[config.mk]
export PLATFORM = sky130hd
export DESIGN_NAME = plq_ctrl
export DESIGN_NICKNAME = d
export VERILOG_FILES = /design/src/rtl/plq_pkg.sv /design/src/rtl/plq_ctrl.sv
export SDC_FILE = /design/constraint.sdc
export NUM_CORES = 1
export LEC_CHECK = 0
export BUFFER_PORTS_ARGS = -buffer_cell sky130_fd_sc_hd__buf_2
export CAP_MARGIN = 20
export CORE_AREA = 2 2 39 41
export DETAILED_ROUTE_END_ITERATION = 12
export DIE_AREA = 0 0 41 43
export PLACE_DENSITY_LB_ADDON = 0.12
export RECOVER_POWER = 100
export SYNTH_ARGS = -nofsm -noshare
export SYNTH_HDL_FRONTEND = slang
export SYNTH_SLANG_ARGS = --single-unit
export TNS_END_PERCENT = 20
[constraint.sdc]
create_clock -name clk -period 2.1 [get_ports clk]
set_input_delay 0.315 -clock clk [delete_from_list [all_inputs] [get_ports clk]]
set_output_delay 0.315 -clock clk [all_outputs]
set_load 0.05 [all_outputs]
[src/rtl/plq_pkg.sv]
// Package for the Paxos learner quorum table.
// Holds table sizing, the table entry layout, result status codes and the
// command/status structs between controller and datapath. No dependencies.
package plq_pkg;

    localparam int INSTANCES  = 1024;
    localparam int VALUE_BITS = 64;
    localparam int IDX_W      = (INSTANCES > 1) ? $clog2(INSTANCES) : 1;

    // Result status codes.
    localparam logic [2:0] STAT_STALE   = 3'd0;
    localparam logic [2:0] STAT_COUNTED = 3'd1;
    localparam logic [2:0] STAT_ADOPTED = 3'd2;
    localparam logic [2:0] STAT_CHOSEN  = 3'd3;
    localparam logic [2:0] STAT_DROPPED = 3'd4;

    localparam logic [5:0] ACC_COUNT_RST = 6'd3;

    typedef struct packed {
        logic [31:0]           round;
        logic [31:0]           voters;
        logic [7:0]            votes;
        logic [VALUE_BITS-1:0] value;
    } entry_t;

    // Controller to datapath.
    typedef struct packed {
        logic clear_wr;   // write a zero entry at the clear pointer
        logic capture;    // load the incoming vote
        logic commit;     // write back the entry and load the result register
    } cmd_t;

    // Datapath to controller.
    typedef struct packed {
        logic clear_last; // clear pointer is at the last entry
    } sts_t;

endpackage

[src/rtl/plq_ctrl.sv]
// Controller state machine for the Paxos learner quorum table.
// Sequences the clearing pass and the read/update of each vote and owns the
// result valid flag. Depends on plq_pkg.
module plq_ctrl (
    input  logic          clk,
    input  logic          rst_n,
    input  logic          in_valid,
    output logic          in_ready,
    output logic          out_valid,
    input  logic          out_ready,
    output plq_pkg::cmd_t cmd,
    input  plq_pkg::sts_t sts
);
    import plq_pkg::*;

    typedef enum logic [3:0] {
        ST_CLEAR  = 4'b0001,
        ST_IDLE   = 4'b0010,
        ST_READ   = 4'b0100,
        ST_UPDATE = 4'b1000
    } state_t;

    state_t state_reg;
    state_t state_next;
    logic   out_valid_reg;
    logic   out_valid_next;
    logic   slot_free;

    assign slot_free = !out_valid_reg || out_ready;
    assign in_ready  = (state_reg == ST_IDLE);
    assign out_valid = out_valid_reg;

    always_comb
    begin
        state_next   = state_reg;
        cmd.clear_wr = 1'b0;
        cmd.capture  = 1'b0;
        cmd.commit   = 1'b0;
        case (state_reg)
            ST_CLEAR:
            begin
                cmd.clear_wr = 1'b1;
                if (sts.clear_last)
                begin
                    state_next = ST_IDLE;
                end
            end
            ST_IDLE:
            begin
                if (in_valid)
                begin
                    cmd.capture = 1'b1;
                    state_next  = ST_READ;
                end
            end
            ST_READ:
            begin
                state_next = ST_UPDATE;
            end
            ST_UPDATE:
            begin
                if (slot_free)
                begin
                    cmd.commit = 1'b1;
                    state_next = ST_IDLE;
                end
            end
            default:
            begin
                state_next = ST_CLEAR;
            end
        endcase
    end

    always_comb
    begin
        out_valid_next = out_valid_reg;
        if (cmd.commit)
        begin
            out_valid_next = 1'b1;
        end
        else if (out_ready)
        begin
            out_valid_next = 1'b0;
        end
    end

    always_ff @(posedge clk or negedge rst_n)
    begin
        if (!rst_n)
        begin
            state_reg     <= ST_CLEAR;
            out_valid_reg <= 1'b0;
        end
        else
        begin
            state_reg     <= state_next;
            out_valid_reg <= out_valid_next;
        end
    end

`ifndef SYNTHESIS
    a_commit_slot: assert property (@(posedge clk) disable iff (!rst_n)
        cmd.commit |-> (state_reg == ST_UPDATE) && slot_free)
        else $error("commit without a free result slot");

    a_accept_read: assert property (@(posedge clk) disable iff (!rst_n)
        (in_valid && in_ready) |=> (state_reg == ST_READ))
        else $error("accepted vote did not start a table read");

    a_clear_quiet: assert property (@(posedge clk) disable iff (!rst_n)
        (state_reg == ST_CLEAR) |-> !out_valid_reg && !in_ready)
        else $error("traffic during the clearing pass");
`endif

endmodule

; After elaboration in Yosys (flattened, before gate mapping)
; Cells that the tools add are included.
[classes]
n_mux = 11
eq_ne = 7
reduce_logical = 4
[ops]
columns = operator, n
row1 = 4-bit case mux with 4 select lines, 1
row2 = 4-bit 2-to-1 mux, 3
row3 = 1-bit 2-to-1 mux, 7
row4 = "2-bit inequality test, second input constant", 3
row5 = "4-bit by 1-bit == test with 1-bit output, second input constant", 1
row6 = "4-bit by 2-bit == test with 1-bit output, second input constant", 1
row7 = "4-bit by 3-bit == test with 1-bit output, second input constant", 1
row8 = "4-bit == test, second input constant", 1
row9 = 3-bit AND reduction, 1
row10 = 2-bit nonzero test, 1
row11 = 1-bit zero test, 1
row12 = 1-bit logical OR, 1
[word_totals]
in_bits = 5
regBits = 5
word_cells = 24

; Depth between registers and ports, before layout
; Gate-level depths: netlist (run 1).
[depth]
depth_word = 5
depth_mapped = 3
depth_no_buf = 3

; Worst setup path after synthesis (run 1)
; No wires, ideal clock.
[synth_timing]
path_type = reg2out
from = register state_reg[3]
to = output port cmd[1] in the netlist's numbering
path_buffers = 0
path_stages_with_launch = 3
t_required_ns = 1.785
arrival_time_ns = 2.867
slack_ns = -1.082
path_cell_list = dfrtp_1 > nor4b_1 > and2_1
[synth_rtl]
columns = item, line
row1 = from (decl), plq_ctrl.sv:23  ; state_t state_reg;
row2 = from (signal assigned), plq_ctrl.sv:97  ; state_reg <= state_next;
row3 = to (decl), plq_ctrl.sv:11  ; output plq_pkg::cmd_t cmd,

==> results of run 1 <==
==> where the power goes <==
part | internal (uW) | leakage, uW | switching, uW
registers | 127 | 0.0000651 | 35.4
clock network | 71.4 | 0.0000150 | 32.8
logic | 75.0 | 0.0000933 | 135
==> through the flow <==
step,utilization [%],worst slack (ns)
floorplan,-,-0.2718
global placement,25.95,0.3654
detailed placement,25.95,0.3515
CTS,28.57,0.09490
global route,28.12,0.03235
finish,28.12,0.1085
==> cell families after synthesis <==
group	synth area share (%)
buffers and inverters	4.000
AOI/OAI and AO/OA	14.22
and+or+nand+nor	33.33
muxes	3.556
DFF	44.89
==> routing by layer <==
metal,wire (um),up-vias
met4,0,0
li1,-,123
met2,273,5
met3,19,0
met5,0,-
met1,242,112
==> worst max-delay path: cells and delay by family (launching register included) <==
family	cells	cell delay (ns)
and+or+nand+nor	2	0.74
DFF	1	0.44
buffers and inverters	1	0.26
==> synth_stat cells <==
library cell  instances
a21boi_1              1
and2_1                2
and2b_2               1
and3b_1               1
buf_4                 1
dfrtp_1               4
dfstp_2               1
inv_1                 1
mux2i_1               1
nand2_1               1
nand2b_1              1
nor2_1                1
nor2b_1               1
nor3_1                1
nor3b_1               1
nor4b_1               2
o21a_1                1
o21ai_0               1
o22ai_2               1
o31ai_1               1
or4b_4                1
==> worst paths after layout <==
path	slack (ns)	endpoint	cells after the start
setup / recovery	0.11	cmd[0]	3
setup reg to reg	0.77	state_reg[1]$_DFFE_PN0P_	3
min in group asynchronous	0.45	out_valid$_DFFE_PN0P_	2
max in group asynchronous	1.39	state_reg[0]$_DFFE_PN1P_	2
hold reg to reg	0.55	out_valid$_DFFE_PN0P_	2
hold / removal	0.31	state_reg[1]$_DFFE_PN0P_	2
==> cell type report <==
| type | count | area, um2 | share of cell area (%) |
|---|---|---|---|
| Sequential cell | 5 | 126.4 | 32.48 |
| Timing Repair Buffer | 11 | 56.30 | 14.47 |
| Clock buffer | 4 | 26.28 | 6.752 |
| Multi-Input combinational cell | 19 | 156.4 | 40.19 |
| Inverter | 1 | 3.754 | 0.9646 |
| Tap cell | 16 | 20.02 | 5.145 |
==> what timing repair did <==
action                     in CTS  in global routing
buffers inserted                0                  0
setup endpoints to repair       0                  0
hold endpoints to repair        4                  0
hold buffers                    1                  0
==> metrics.txt, run 1 <==
Crit path largest cell delay around 0.52 ns; number of flip-flops in the largest register 4; VDD IR max 0.4562 mV; initial antenna violation count 0; Max-Cap Viols 0; crit-path max FO 5; mapped cell area between 200 and 300 um2; Hold Slack slightly above 0.3 ns; Inst Count DP between 50 and 60; Final #Nets 46; core area ~1400 um2; routing usage on met2 approximately a tenth; post-synth top area cell dfrtp_1; Mapped Nets 31; CTS Buffer Depth 2; Max Fclk between 500 and 600 MHz; RePlAce Congestion approximately 0.7; GR peak layer met2; TritonCTS sink count 5; vias in the first global route 244; TritonRoute pass-1 iters 2; proportion of layout cells with a drive suffix above 1 ~40%; vias 240; r2r startpoint state_reg[3]$_DFFE_PN0P_; CTS tree yes; unrepaired setup endpoints after global routing false; post-cts sizing count 0; drt initial violations 3; PnR Total Power roughly 480 uW; share of the clock period used by the worst path after layout roughly 95%; syn avg cell area about 11 um2; fin cells 56; CP cell instances or4b_4 -> and2b_2 -> clkbuf_2; Max Clock Skew a little under 0.001 ns; grt met3 use under 10%; Post-DP Area approximately 360 um2; commonest non-fill, non-tap cells in the layout 4 x clkbuf_1, 4 x buf_2, 4 x dfrtp_1; largest net degree at the start of global routing 8; Seq/Total Area, Yosys 44.89%; Gate Count Post-Synth 26; library cells used by synthesis 21; DRC viols 0; share of the synthesized area in the top cell type a little over a third; ranking of synthesized cells by area dfrtp_1 36%, dfstp_2 9.3%, nor4b_1 6.2%, or4b_4 4.9%, and2_1 4.4%; actual slew at the worst max-slew pin ~0.6 ns; Num CTS Buffers 3; slowest library cell on the worst path or4b_4; Static Leak about 0.00017 uW; pwr/cell area about 1200 nW/um2; final setup vio count 0; Setup TNS 0 ns; Worst-path clk slew around 0.04 ns; WL per Instance between 9 and 10 um; hold wc startpoint in_valid; Hold Crit Class in -> reg; CTS H-Tree Depth 1; Die H approximately 43 um; Slew Limit Fails 0; GRT overflow 0; startpoint type of the worst setup path flop; P&R area growth vs syn 38.22%; met1 usage between 10% and 20%; post-route cell area ~400 um2; Clock Root Buffer clkbuf_4; Starting Density roughly a fifth; routed vias/inst 4.286; critical path class reg -> out; Crit. End Element output pin; fillers 160; Die X roughly 40 um; routed wire length between 500 and 600 um; Worst Path Required approximately 1.8 ns; # rows 14; Total GRT Usage under 10%; WP data arrival between 1.5 and 2 ns; Clock Latency Late Sink approximately 0.23 ns; Slew headroom between 60% and 70%; Buffers on Ports 9; Crit. Startpoint state_reg[3]$_DFFE_PN0P_; antenna diode count 0; Yosys reg bits 5; global-route wire length before repair around 930 um; post-layout min period between 1.5 and 2 ns; IO Count 10; post-route ant nets 0; HPWL Detailed ~460 um; Synth Warn # 0; die area 1763 um2; Final Hold Viols 0; status finished, final reports clean
Note: power is estimated with default switching activity, not from simulation.
==> run 2, diff against run 1 <==
--- a/config.mk
+++ b/config.mk
@@ -11,7 +11,7 @@
 export DETAILED_ROUTE_END_ITERATION = 12
 export DIE_AREA = 0 0 41 43
 export PLACE_DENSITY_LB_ADDON = 0.12
-export RECOVER_POWER = 100
+export RECOVER_POWER = 25
 export SYNTH_ARGS = -nofsm -noshare
 export SYNTH_HDL_FRONTEND = slang
 export SYNTH_SLANG_ARGS = --single-unit
==> run 2 against run 1 <==
Total power is 0.61% higher. Sequential power hardly changed. Critical endpoint unchanged. Largest cell class unchanged. Clock power hardly changed. Die area stayed put. Critical path depth stayed put.
==> metrics.txt, run 2 (synthesized netlist as in run 1, its figures left out) <==
leading cell type in the layout, fill and taps excluded buf_2; area of the multi-input gates 156.4 um2 (unchanged); number of flip-flops in the largest register 4 (unchanged); unrepaired setup endpoints after global routing false; Clock Root Buffer clkbuf_4; HPWL Detailed 456.2 um (unchanged); IO Count 10 (unchanged); TritonRoute pass-1 iters 2 (unchanged); vias 242 (+0.83%); CTS H-Tree Depth 1 (unchanged); drt initial violations 2 (-1); largest net degree at the start of global routing 8 (unchanged); Die X 41 um (unchanged); final setup vio count 0 (unchanged); status finished, final reports clean; global-route wire length before repair 931 um (unchanged); initial antenna violation count 0 (unchanged); critical path class reg -> out; Final Hold Viols 0 (unchanged); Worst Path Required 1.78 ns (about the same); antenna diode count 0 (unchanged); die area 1763 um2 (unchanged); Hold Slack 0.3089 ns (+0.000001000 ns); Setup TNS 0 ns (unchanged); fin cells 56 (unchanged); Crit. End Element output pin; routed wire length 532 um (-0.56%); CTS tree yes; Clock Latency Late Sink 0.23 ns (about the same); Total GRT Usage 7.895% (unchanged); commonest non-fill, non-tap cells in the layout 8 x buf_2, 4 x dfrtp_1, 3 x clkbuf_4; TritonCTS sink count 5 (unchanged); Inst Count DP 51 (unchanged); CTS Buffer Depth 2 (unchanged); Setup WS post-layout 0.1255 ns (+0.01701 ns); Static Leak 0.0001835 uW (+5.9%); DRC viols 0 (unchanged); proportion of layout cells with a drive suffix above 1 45.00% (+5.0 points); Die H 43 um (unchanged); Worst-path clk slew 0.04 ns (about the same); startpoint type of the worst setup path flop; vias in the first global route 244 (unchanged); share of the clock period used by the worst path after layout 94.02% (-0.81 points); VDD IR max 0.4558 mV (about the same); post-layout min period 1.974 ns (-0.01701 ns); postcts setup bufs 0 (unchanged); Max Fclk 506.5 MHz (+0.86%); Buffers on Ports 9 (unchanged); fillers 157 (-1.9%); Final #Nets 46 (unchanged); PnR Total Power 480.1 uW (+0.61%); Slew Limit Fails 0 (unchanged); pwr/cell area 1218 nW/um2 (-0.66%); Hold Crit Class in -> reg; Slew headroom 78.54% (+18 points); crit-path max FO 5 (unchanged); Max-Cap Viols 0 (unchanged); GRT overflow 0 (unchanged); P&R area growth vs syn 40.00%; Storage cell area 126.4 um2 (unchanged); worst slack at placement 0.3515 ns (unchanged); # rows 14 (unchanged); RePlAce Congestion 0.6816 (unchanged); actual slew at the worst max-slew pin 0.3211 ns (-0.2759 ns); post-route ant nets 0 (unchanged); Num CTS Buffers 3 (unchanged); WP data arrival 1.66 ns (-0.02 ns); Max Clock Skew 0.0009811 ns (+0.0000001110 ns); core area 1384 um2 (unchanged); routed vias/inst 4.321 (+0.83%); WL per Instance 9.500 um (-0.56%); Starting Density 20.34% (unchanged)
## run 2: cell count changes in the layout (fill, tap and decap cells not counted)
cell,change
buf_4,+1
buf_2,+4
clkbuf_2,-3
clkbuf_1,-2
## run 2: critical path, stage by stage (launching register included)
cell	delay [ns]
dfrtp_1	0.44
or4b_4	0.52
and2b_2	0.22
buf_2	0.25
## run 2: what timing repair did
action                     CTS  global route
setup endpoints to repair    0             0
resized for setup            0             0
hold endpoints to repair     4             0
hold buffers                 1             0
## run 2: area by class of cell
cell class | count | area share (%)
multi-input combinational | 19 | 39.68
tap | 16 | 5.079
timing repair buffer | 11 | 15.56
clock buffer | 4 | 6.667
sequential | 5 | 32.06
inverter | 1 | 0.9524
## run 2: report_power, final
| part | switching (uW) | internal, uW | leakage (uW) |
|---|---|---|---|
| sequential | 35.3 | 127 | 0.0000651 |
| combinational | 135 | 78.3 | 0.000103 |
| clock | 32.8 | 71.4 | 0.0000150 |
| total | 203 | 277 | 0.000184 |
## run 2: routing by layer
metal | wire length [um] | GRT usage (%)
met1 | 236 | 10.56
met2 | 276 | 10.63
met3 | 19 | 3.141
met4 | 0 | 4.000
met5 | 0 | 0
## run 2: metrics by stage
stage,area [um2],utilization [%]
3_3_place_gp,359.1,25.95
3_5_place_dp,359.1,25.95
6_report,394.1,28.48
5_1_grt,394.1,28.48
4_1_cts,395.4,28.57
2_1_floorplan,294.0,-
## run 2: path summary, 6_finish.rpt
path,from,slack (ns),to,depth (start not counted)
worst min-delay path,in_valid,0.31,state_reg[1]$_DFFE_PN0P_,2
min in group asynchronous,rst_n,0.45,out_valid$_DFFE_PN0P_,2
max in group asynchronous,rst_n,1.39,state_reg[0]$_DFFE_PN1P_,2
worst max register to register,state_reg[3]$_DFFE_PN0P_,0.77,state_reg[1]$_DFFE_PN0P_,3
worst min register to register,out_valid$_DFFE_PN0P_,0.54,out_valid$_DFFE_PN0P_,2
worst max-delay path,state_reg[3]$_DFFE_PN0P_,0.13,cmd[0],3
==> run 3, diff against run 2 <==
--- a/config.mk
+++ b/config.mk
@@ -10,8 +10,8 @@
 export CORE_AREA = 2 2 39 41
 export DETAILED_ROUTE_END_ITERATION = 12
 export DIE_AREA = 0 0 41 43
-export PLACE_DENSITY_LB_ADDON = 0.12
 export RECOVER_POWER = 25
+export SLEW_MARGIN = 20
 export SYNTH_ARGS = -nofsm -noshare
 export SYNTH_HDL_FRONTEND = slang
 export SYNTH_SLANG_ARGS = --single-unit
==> run 3 against run 2 <==
Sequential power increased by 6%. Cell area down 1.3%. Final cell count down 1.8%. Hold slack worse by 0.0019 ns. Clock-buffer cell count did not move. Fmax decreased by 2.8%. Wire length up 5.3%. Critical path type unchanged. Critical endpoint unchanged.
==> metrics.txt, run 3 (synthesized netlist as in run 1, its figures left out) <==
initial antenna violation count 0 (unchanged); area of the multi-input gates 156.4 um2 (unchanged); fin cells 55 (-1.8%); CTS tree yes; core area 1384 um2 (unchanged); WP data arrival 1.72 ns (+0.06 ns); drt initial violations 4 (+2); HPWL Detailed 433.3 um (-5.0%); fillers 163 (+3.8%); Inst Count DP 50 (-2.0%); Max Fclk 492.0 MHz (-2.8%); Num CTS Buffers 3 (unchanged); die area 1763 um2 (unchanged); CTS H-Tree Depth 1 (unchanged); critical path class reg -> out; Crit path largest cell delay 0.59 ns (+0.07 ns); IO Count 10 (unchanged); Storage cell area 126.4 um2 (unchanged); VDD IR max 0.3924 mV (-14%); CP cell instances or4b_4 -> and2b_2 -> clkbuf_4; Final #Nets 45 (-2.2%); TritonRoute pass-1 iters 2 (unchanged); # rows 14 (unchanged); Clock Root Buffer clkbuf_4; Slew Limit Fails 0 (unchanged); Finished Core Util 28.12% (-0.36 points); actual slew at the worst max-slew pin 0.3270 ns (+0.005823 ns); Max Clock Skew 0.001325 ns (+0.0003439 ns); Worst Path Required 1.78 ns (about the same); vias 232 (-4.1%); largest net degree at the start of global routing 8 (unchanged); global-route wire length before repair 1007 um (+8.2%); CTS Buffer Depth 2 (unchanged); DRC viols 0 (unchanged); vias in the first global route 255 (+4.5%); postcts setup bufs 0 (unchanged); TritonCTS sink count 5 (unchanged); Starting Density 20.34% (unchanged); Static Leak 0.0001774 uW (-3.3%); WL per Instance 10.18 um (+7.2%); post-route ant nets 0 (unchanged); pwr/cell area 1241 nW/um2 (+1.8%); proportion of layout cells with a drive suffix above 1 43.59% (-1.4 points); startpoint type of the worst setup path flop; P&R area growth vs syn 38.22%; Total GRT Usage 8.485% (+0.59 points); Hold Slack 0.3071 ns (-0.001875 ns); slowest library cell on the worst path or4b_4; Buffers on Ports 9 (unchanged); final setup vio count 0 (unchanged); worst slack at placement 0.2811 ns (-0.07031 ns); status finished, final reports clean; antenna diode count 0 (unchanged); Max-Cap Viols 0 (unchanged); Worst-path clk slew 0.04 ns (about the same); Clock Latency Late Sink 0.23 ns (about the same); Die X 41 um (unchanged); routed wire length 560 um (+5.3%); Setup WS post-layout 0.06761 ns (-0.05792 ns); Die H 43 um (unchanged); GRT overflow 0 (unchanged); RePlAce Congestion 0.6453 (-5.3%); number of flip-flops in the largest register 4 (unchanged); unrepaired setup endpoints after global routing false; crit-path max FO 7 (+2); Hold Crit Class in -> reg; post-layout min period 2.032 ns (+0.05792 ns); Final Hold Viols 0 (unchanged); leading cell type in the layout, fill and taps excluded buf_2; PnR Total Power 482.7 uW (+0.56%); commonest non-fill, non-tap cells in the layout 7 x buf_2, 4 x clkbuf_4, 4 x dfrtp_1; routed vias/inst 4.218 (-2.4%); Crit. End Element output pin; share of the clock period used by the worst path after layout 96.78% (+2.8 points); Slew headroom 78.15% (-0.39 points)
run 3: path summary, 6_finish.rpt:
kind | start | endpoint | slack (ns) | cells after the start
max in group asynchronous | rst_n | state_reg[0]$_DFFE_PN1P_ | 1.38 | 2
min in group asynchronous | rst_n | state_reg[1]$_DFFE_PN0P_ | 0.46 | 2
max reg2reg | state_reg[2]$_DFFE_PN0P_ | state_reg[1]$_DFFE_PN0P_ | 0.67 | 3
min | in_valid | state_reg[1]$_DFFE_PN0P_ | 0.31 | 2
min reg2reg | out_valid$_DFFE_PN0P_ | out_valid$_DFFE_PN0P_ | 0.54 | 2
max | state_reg[2]$_DFFE_PN0P_ | cmd[0] | 0.07 | 3
run 3: per-stage QoR:
stage / area (um2) / TNS, ns
global route: 389.1 / 0
CTS: 387.9 / 0
detailed placement: 351.6 / 0
floorplan: 294.0 / -0.2718
finish: 389.1 / 0
global placement: 351.6 / 0
run 3: cell type report:
class / instances / share of cell area [%]
Sequential cell: 5 / 32.48
Clock buffer: 4 / 6.752
Multi-Input combinational cell: 19 / 40.19
Timing Repair Buffer: 10 / 14.47
Tap cell: 16 / 5.145
Inverter: 1 / 0.9646
run 3: where the power goes:
group / total, uW / leakage, uW / switching, uW / internal [uW]
logic: 205 / 0.0000974 / 130 / 75.1
registers: 171 / 0.0000651 / 43.6 / 127
clock network: 107 / 0.0000150 / 35.1 / 71.6
total: 483 / 0.000177 / 209 / 274
run 3: critical path: cells and delay by family, from the launching register on:
family / cells / cell delay (ns)
buffers and inverters: 1 / 0.21
flip-flops: 1 / 0.45
AND/OR/NAND/NOR: 2 / 0.81
run 3: what timing repair did:
action	CTS	global route
hold buffers	1	0
endpoints found under the setup margin	0	1
gates resized for setup	0	1
endpoints found under the hold margin	4	0
run 3: metal layers:
| layer | vias to the layer above | share of wire (%) | global-route usage [%] |
|---|---|---|---|
| met1 | 110 | 46 | 11.48 |
| li1 | 118 | - | - |
| met2 | 4 | 49 | 11.56 |
| met3 | 0 | 4.3 | 1.571 |
| met4 | 0 | 0 | 6.000 |
| met5 | - | 0 | 0 |
